$ cat config.mk
export PLATFORM = sky130hd
export DESIGN_NAME = i2c_master_bit_engine_core
export DESIGN_NICKNAME = d
export VERILOG_FILES = /design/src/hdl/i2cmbe_pkg.sv /design/src/hdl/i2cmbe_seq.sv /design/src/hdl/i2c_master_bit_engine_core.sv
export SDC_FILE = /design/constraint.sdc
export NUM_CORES = 1
export LEC_CHECK = 0
export BUFFER_PORTS_ARGS = -buffer_cell sky130_fd_sc_hd__buf_2
export CAP_MARGIN = 30
export CORE_AREA = 2 2 78 80
export DETAILED_ROUTE_END_ITERATION = 7
export DIE_AREA = 0 0 80 82
export PLACE_DENSITY = 0.69
export SETUP_SLACK_MARGIN = 0.1
export SYNTH_ARGS = -nofsm -noshare
export SYNTH_HDL_FRONTEND = slang
export SYNTH_SLANG_ARGS = --single-unit
$ cat constraint.sdc
create_clock -name clk -period 3.59 [get_ports clk]
set_clock_uncertainty 0.15 [all_clocks]
set_input_delay 0.718 -clock clk [delete_from_list [all_inputs] [get_ports clk]]
set_output_delay 0.718 -clock clk [all_outputs]
set_load 0.05 [all_outputs]
$ cat src/hdl/i2cmbe_pkg.sv
// ----------------------------------------------------------------------------
// i2cmbe_pkg
// Shared types and constants for the I2C master bit engine: command codes,
// sequence lengths and the tick and result structures.
// ----------------------------------------------------------------------------
package i2cmbe_pkg;

	// Command codes, also used as the running operation of the sequencer.
	typedef enum logic [2:0] {
		OP_IDLE  = 3'd0,
		OP_INIT  = 3'd1,
		OP_START = 3'd2,
		OP_STOP  = 3'd3,
		OP_WRITE = 3'd4,
		OP_READ  = 3'd5
	} op_t;

	// Number of ticks of each sequence.
	localparam logic [4:0] LEN_START = 5'd1;
	localparam logic [4:0] LEN_STOP  = 5'd2;
	localparam logic [4:0] LEN_BYTE  = 5'd19;

	// Phase positions inside a byte sequence.
	localparam logic [4:0] PH_DATA_END = 5'd16;
	localparam logic [4:0] PH_ACK      = 5'd17;
	localparam logic [4:0] PH_RX_DONE  = 5'd15;
	localparam logic [4:0] PH_ACK_CLK  = 5'd18;

	localparam logic [7:0] BYTE_MSB = 8'h80;

	// One input tick.
	typedef struct packed {
		logic [2:0] cmd;
		logic [7:0] tx_byte;
		logic       nack_after_read;
		logic       sda_in;
	} item_t;

	// One result tick.
	typedef struct packed {
		logic       scl_level;
		logic       sda_level;
		logic       sda_drive;
		logic       busy_res;
		logic [7:0] rx_byte;
		logic       rx_valid;
		logic       ack_level;
		logic       ack_valid;
	} res_t;

endpackage

$ cat src/hdl/i2cmbe_seq.sv
// ----------------------------------------------------------------------------
// i2cmbe_seq
// Line sequencer: holds the running operation, phase counter, shift byte and
// resting line levels, and works out the result of one tick combinationally.
// ----------------------------------------------------------------------------
module i2cmbe_seq
	import i2cmbe_pkg::*;
(
	input  logic  clk,
	input  logic  arst_n,
	input  logic  step,
	input  item_t item,
	output res_t  res
);

	op_t        op_q;
	logic [4:0] phase_q;
	logic [7:0] shift_q;
	logic       ack_q;
	logic       scl_hold_q;
	logic       sda_hold_q;
	logic       drive_hold_q;

	op_t        op_eff;
	logic [7:0] shift_eff;
	logic       ack_eff;
	logic       init_hit;
	logic [4:0] len;
	logic       last;
	logic [7:0] rx_shift;

	op_t        op_d;
	logic [4:0] phase_d;
	logic [7:0] shift_d;
	logic       scl_hold_d;
	logic       sda_hold_d;
	logic       drive_hold_d;

	logic       scl;
	logic       sda;
	logic       drv;

	// A new command is taken only while idle; its first tick is this one.
	always_comb begin
		op_eff    = op_q;
		shift_eff = shift_q;
		ack_eff   = ack_q;
		init_hit  = 1'b0;
		if (op_q == OP_IDLE) begin
			case (item.cmd)
				OP_INIT: begin
					init_hit = 1'b1;
				end
				OP_START, OP_STOP: begin
					op_eff = op_t'(item.cmd);
				end
				OP_WRITE: begin
					op_eff    = OP_WRITE;
					shift_eff = item.tx_byte;
				end
				OP_READ: begin
					op_eff    = OP_READ;
					shift_eff = '0;
					ack_eff   = item.nack_after_read;
				end
				default: begin
				end
			endcase
		end
	end

	// Length of the running sequence and end detection.
	always_comb begin
		case (op_eff)
			OP_START: len = LEN_START;
			OP_STOP:  len = LEN_STOP;
			default:  len = LEN_BYTE;
		endcase
	end

	wire [4:0] phase_eff = (op_q == OP_IDLE) ? 5'd0 : phase_q;

	assign last     = (phase_eff == len - 5'd1);
	assign rx_shift = {shift_eff[6:0], item.sda_in};

	// Next-state logic.
	always_comb begin
		op_d         = op_eff;
		phase_d      = phase_eff + 5'd1;
		shift_d      = shift_eff;
		scl_hold_d   = scl_hold_q;
		sda_hold_d   = sda_hold_q;
		drive_hold_d = drive_hold_q;
		if (init_hit) begin
			scl_hold_d   = 1'b0;
			sda_hold_d   = 1'b0;
			drive_hold_d = 1'b1;
		end
		case (op_eff)
			OP_WRITE: begin
				if (phase_eff < PH_DATA_END && phase_eff[0]) begin
					shift_d = {shift_eff[6:0], 1'b0};
				end
			end
			OP_READ: begin
				if (phase_eff < PH_ACK && phase_eff[0]) begin
					shift_d = rx_shift;
				end
			end
			default: begin
			end
		endcase
		if (op_eff != OP_IDLE && last) begin
			op_d    = OP_IDLE;
			phase_d = 5'd0;
			case (op_eff)
				OP_START: begin
					scl_hold_d = 1'b0; sda_hold_d = 1'b0; drive_hold_d = 1'b1;
				end
				OP_STOP: begin
					scl_hold_d = 1'b1; sda_hold_d = 1'b1; drive_hold_d = 1'b1;
				end
				OP_WRITE: begin
					scl_hold_d = 1'b0; sda_hold_d = 1'b1; drive_hold_d = 1'b0;
				end
				default: begin
					scl_hold_d = 1'b0; sda_hold_d = ack_eff; drive_hold_d = 1'b1;
				end
			endcase
		end
		if (op_eff == OP_IDLE) begin
			phase_d = 5'd0;
		end
	end

	// Output logic: line levels and sampled data for this tick.
	always_comb begin
		scl          = scl_hold_q;
		sda          = sda_hold_q;
		drv          = drive_hold_q;
		res          = '0;
		if (init_hit) begin
			scl = 1'b0;
			sda = 1'b0;
			drv = 1'b1;
		end
		case (op_eff)
			OP_START: begin
				scl = 1'b1; sda = 1'b1; drv = 1'b1;
			end
			OP_STOP: begin
				drv = 1'b1;
				scl = (phase_eff == 5'd0);
				sda = (phase_eff != 5'd0);
			end
			OP_WRITE: begin
				if (phase_eff < PH_DATA_END) begin
					drv = 1'b1;
					scl = phase_eff[0];
					sda = |(shift_eff & BYTE_MSB);
				end else begin
					drv = 1'b0;
					scl = (phase_eff == PH_ACK);
					if (phase_eff == PH_ACK) begin
						res.ack_level = item.sda_in;
						res.ack_valid = 1'b1;
					end
				end
			end
			OP_READ: begin
				if (phase_eff < PH_ACK) begin
					drv = 1'b0;
					scl = phase_eff[0];
					if (phase_eff == PH_RX_DONE) begin
						res.rx_byte  = rx_shift;
						res.rx_valid = 1'b1;
					end
				end else begin
					drv = 1'b1;
					sda = ack_eff;
					scl = (phase_eff == PH_ACK_CLK);
				end
			end
			default: begin
			end
		endcase
		res.busy_res  = (op_eff != OP_IDLE);
		res.scl_level = scl;
		res.sda_drive = drv;
		res.sda_level = drv ? sda : 1'b1;
	end

	// State registers, updated once per tick.
	always_ff @(posedge clk or negedge arst_n) begin
		if (!arst_n) begin
			op_q         <= OP_IDLE;
			phase_q      <= 5'd0;
			shift_q      <= 8'd0;
			ack_q        <= 1'b0;
			scl_hold_q   <= 1'b1;
			sda_hold_q   <= 1'b1;
			drive_hold_q <= 1'b0;
		end else if (step) begin
			op_q         <= op_d;
			phase_q      <= phase_d;
			shift_q      <= shift_d;
			ack_q        <= ack_eff;
			scl_hold_q   <= scl_hold_d;
			sda_hold_q   <= sda_hold_d;
			drive_hold_q <= drive_hold_d;
		end
	end

endmodule

$ cat src/hdl/i2c_master_bit_engine_core.sv
// ----------------------------------------------------------------------------
// i2c_master_bit_engine_core
// I2C master line sequencer: one input transaction per bus tick, one result
// transaction per tick with the SCL/SDA levels and sampled data.
//
//   channel | valid     | stall     | payload
//   --------+-----------+-----------+-----------------------------------------
//   input   | in_valid  | in_stall  | cmd, tx_byte, nack_after_read, sda_in
//   output  | out_valid | out_stall | scl_level .. ack_valid
//
// One transaction is accepted per cycle while the output is not stalled; it passes
// the input register, then the sequencer logic into the result register.
// A stalled output freezes both stages, and in_stall follows it in the same
// cycle. arst_n clears valid flags and sequencer state (lines rest released).
// ----------------------------------------------------------------------------
module i2c_master_bit_engine_core
	import i2cmbe_pkg::*;
(
	input  logic       clk,
	input  logic       arst_n,
	input  logic       in_valid,
	output logic       in_stall,
	input  logic [2:0] cmd,
	input  logic [7:0] tx_byte,
	input  logic       nack_after_read,
	input  logic       sda_in,
	output logic       out_valid,
	input  logic       out_stall,
	output logic       scl_level,
	output logic       sda_level,
	output logic       sda_drive,
	output logic       busy_res,
	output logic [7:0] rx_byte,
	output logic       rx_valid,
	output logic       ack_level,
	output logic       ack_valid
);

	logic  advance;
	logic  valid_s1;
	item_t item_s1;
	logic  valid_s2;
	res_t  res_s2;
	res_t  res_comb;

	// The pipeline moves unless a finished result is held by the receiver.
	assign advance  = !(valid_s2 && out_stall);
	assign in_stall = !advance;

	// Input register.
	always_ff @(posedge clk or negedge arst_n) begin
		if (!arst_n) begin
			valid_s1 <= 1'b0;
		end else if (advance) begin
			valid_s1 <= in_valid;
		end
	end

	always_ff @(posedge clk) begin
		if (advance && in_valid) begin
			item_s1 <= '{cmd: cmd, tx_byte: tx_byte,
				nack_after_read: nack_after_read, sda_in: sda_in};
		end
	end

	// Sequencer state and tick logic.
	i2cmbe_seq u_seq (
		.clk    (clk),
		.arst_n (arst_n),
		.step   (valid_s1 && advance),
		.item   (item_s1),
		.res    (res_comb)
	);

	// Result register.
	always_ff @(posedge clk or negedge arst_n) begin
		if (!arst_n) begin
			valid_s2 <= 1'b0;
		end else if (advance) begin
			valid_s2 <= valid_s1;
		end
	end

	always_ff @(posedge clk) begin
		if (advance && valid_s1) begin
			res_s2 <= res_comb;
		end
	end

	assign out_valid = valid_s2;
	assign scl_level = res_s2.scl_level;
	assign sda_level = res_s2.sda_level;
	assign sda_drive = res_s2.sda_drive;
	assign busy_res  = res_s2.busy_res;
	assign rx_byte   = res_s2.rx_byte;
	assign rx_valid  = res_s2.rx_valid;
	assign ack_level = res_s2.ack_level;
	assign ack_valid = res_s2.ack_valid;

endmodule

==> key figures <==
Status
  • Outcome: finished clean

STA
  • Tightest Pin Transition: 0.896 ns
  • Rel. slew slack: between 30% and 40%
  • WHS: 0.212 ns
  • Unrepaired setup endpoints after global routing: no
  • Total negative slack: 0 ns
  • Crit path time final: 3.24 ns
  • Fin crit share: 90.2%
  • Setup violators final: 0
  • Final WS setup: 0.353 ns
  • Final hold violation count: 0
  • Slew Limit Fails: 0
  • Max Fclk: 0.309 GHz

Critical path
  • Setup crit start kind: flip-flop
  • R2R depth: 13
  • Worst setup EP type: flip-flop
  • Worst Path Required: 3.68 ns
  • CP max FO: 5
  • WS Path Type: flip-flop to flip-flop
  • Critical path arrival: 3.33 ns
  • Reg2reg setup slack: 0.35 ns

Synth
  • Synth Cell Area: 2740 µm²
  • Synth Area per Inst: 10.1 µm²
  • Post-synth cell types: 53
  • EDFF count, synth: 28
  • Ys Warns: 0
  • Seq/Total Area, Yosys: 50.8%
  • Synthesized flop and latch total: 50
  • Dominant synthesized flop cell: edfxtp_1
  • Cells after Synth: between 200 and 300
  • Net count of the mapped netlist: 298
  • FFs w/ async S/R, synth: 44.0%

Floorplan
  • Initial Utilization: around 48%
  • Total core area: between 5000 and 6000 µm²
  • Die height: 82 µm
  • Die Area: 6560 µm²
  • Row count: 28
  • IO Pins: 34
  • Die Width: 80 µm

Route
  • Total wire length: 5790 µm
  • # DRC: 0
  • Antenna Violating Nets Remaining: 0
  • Router iterations before antenna repair: 4
  • 1st-iter DRT viols: 169
  • Via Count: 2165
  • Routed vias/inst: 5.68
  • WL/cell: 15.2 µm

Finish
  • Post-route cell area: 3100 µm²
  • Flip-flop and latch area: 1390 µm²
  • Non-Filler Instances: 381
  • Commonest non-fill, non-tap cell in the layout: buf_2
  • Ant diodes: 0
  • Final Util: 53.9%
  • Commonest cells after routing, fill and taps aside: 33 x buf_2, 28 x edfxtp_1, 26 x nor2_1
  • Multi-input logic area: 1230 µm²
  • Area Overhead vs Synth: 12.9%
  • # fillers: 528
  • Fin nets: 332
  • Share of post-route cells with drive strength above 1: 21.2%

Placed design
  • HPWL after DPL: 4250 µm
  • Gpl congestion: 0.901
  • Post-Place Worst Slack: between 0.15 and 0.2 ns
  • Port bufs: 33
  • DP Area: 2980 µm²
  • Placed cells: roughly 370

Clock tree
  • Clk buf depth: 2
  • Clock sink count: 50
  • CTS Buf Count: 5
  • Post-cts hold buffer count: 0
  • Worst-Skew Late Latency: around 0.31 ns
  • CTS tree: done
  • H-tree depth: 2
  • CTS root buf: clkbuf_8
  • Worst-path clk slew: roughly 0.090 ns

Job
  • MaxCap Viol Count: 0

Power and ir drop
  • PD cells: 746 nW/µm²
  • Tot Pwr: around 2.3 mW
  • Leakage: 1.26 nW
  • Peak supply drop: 0.332 mV

Global routing
  • Total Routing Usage GR: 19.7%
  • Grt ovf: 0
  • First-pass GRT wire length: 9930 µm
  • Largest net degree at the start of global routing: 23
  • Initial antenna violation count: 0
  • Vias in the first global route: 2106

Hold path
  • Hold Crit Class: input pin to async pin
-- cell families after synthesis --
family / Yosys count / synth area share, %
AO/OA/AOI/OAI: 76 / 19.1
multiplexers: 5 / 1.96
adder cells (fa/ha/maj): 10 / 4.56
XOR/XNOR: 2 / 0.639
buffers and inverters: 29 / 4.61
AND/OR/NAND/NOR: 99 / 18.3
flip-flops: 50 / 50.8
-- worst max-delay path, stage by stage (launching register included) --
cell and delay, ns:
edfxtp_1 0.46, inv_1 0.07, ha_1 0.35, nor2b_1 0.18
o21a_1 0.20, a21oi_1 0.15, nor3_2 0.22, inv_1 0.10
ha_1 0.31, xor2_1 0.17, a211oi_2 0.33, o31ai_2 0.15
a21oi_1 0.17, a2bb2oi_1 0.17
-- what timing repair did --
action / in CTS / in global routing
setup buffers: 0 / 2
resized for setup: 0 / 4
endpoints found under the setup margin: 0 / 9
-- final timing paths --
kind,startpoint,endpoint
setup / recovery,item_s1[11],u_seq.drive_hold_q
hold / removal,arst_n,valid_s1
setup reg to reg,item_s1[11],u_seq.drive_hold_q
hold reg to reg,u_seq.scl_hold_q,u_seq.scl_hold_q
max in group asynchronous,arst_n,u_seq.scl_hold_q
min in group clk,u_seq.scl_hold_q,u_seq.scl_hold_q
-- Yosys cell counts (all sizes together) (2+ instances only) --
| cell | number | area (µm²) |
|---|---|---|
| nand4 | 2 | 12.5 |
| o22a | 2 | 17.5 |
| nand2b | 3 | 18.8 |
| nor3 | 7 | 35.0 |
| dfrtp | 20 | 500 |
| and2 | 4 | 25.0 |
| a2111o | 2 | 22.5 |
| inv | 14 | 52.6 |
| mux2 | 3 | 33.8 |
| dfstp | 2 | 52.6 |
| a21oi | 11 | 55.1 |
| a31oi | 9 | 56.3 |
| o22ai | 3 | 18.8 |
| and3 | 3 | 18.8 |
| o21ai | 16 | 80.1 |
| clkbuf | 12 | 46.3 |
| a22oi | 4 | 30.0 |
| o31ai | 3 | 22.5 |
| a41oi | 2 | 17.5 |
| nand3 | 12 | 60.1 |
| a22o | 4 | 35.0 |
| o21a | 2 | 15.0 |
| nor2 | 28 | 108 |
| a21o | 2 | 15.0 |
| ha | 10 | 125 |
| o211ai | 6 | 45.0 |
| edfxtp | 28 | 841 |
| a222oi | 2 | 20.0 |
| nand2 | 23 | 86.3 |
| mux2i | 2 | 20.0 |
| a2bb2oi | 2 | 17.5 |
| buf | 3 | 27.5 |
| nor2b | 9 | 56.3 |
-- report_power, final --
group,switching (mW),internal [mW]
logic,0.679,0.395
registers,0.143,0.766
clock network,0.189,0.137
total,1.01,1.30
-- per-layer routing --
layer,wire length [µm],global-route usage [%],vias up
met1,2610,26.6,1007
li1,-,-,1061
met4,169,10.0,0
met2,2720,30.3,80
met3,288,3.85,17
met5,0,0,-
-- flip-flops by register name (all words and copies together), names as in the netlist --
name                cells
ack_level               1
u_seq.drive_hold_q      1
sda_level               1
sda_drive               1
rx_byte                 8
item_s1                13
u_seq.op_q              3
busy_res                1
u_seq.phase_q           5
u_seq.ack_q             1
scl_level               1
u_seq.sda_hold_q        1
u_seq.scl_hold_q        1
rx_valid                1
valid_s1                1
out_valid               1
u_seq.shift_q           8
ack_valid               1
-- final cells by class --
type	count	share of cell area, %
well taps	75	3.03
inverters	14	1.70
clock buffers	5	2.22
clock inverters	3	0.606
multi-input cells	192	39.9
repair buffers	42	7.52
flip-flops and latches	50	45.0
(Power assumes the default switching activity.)
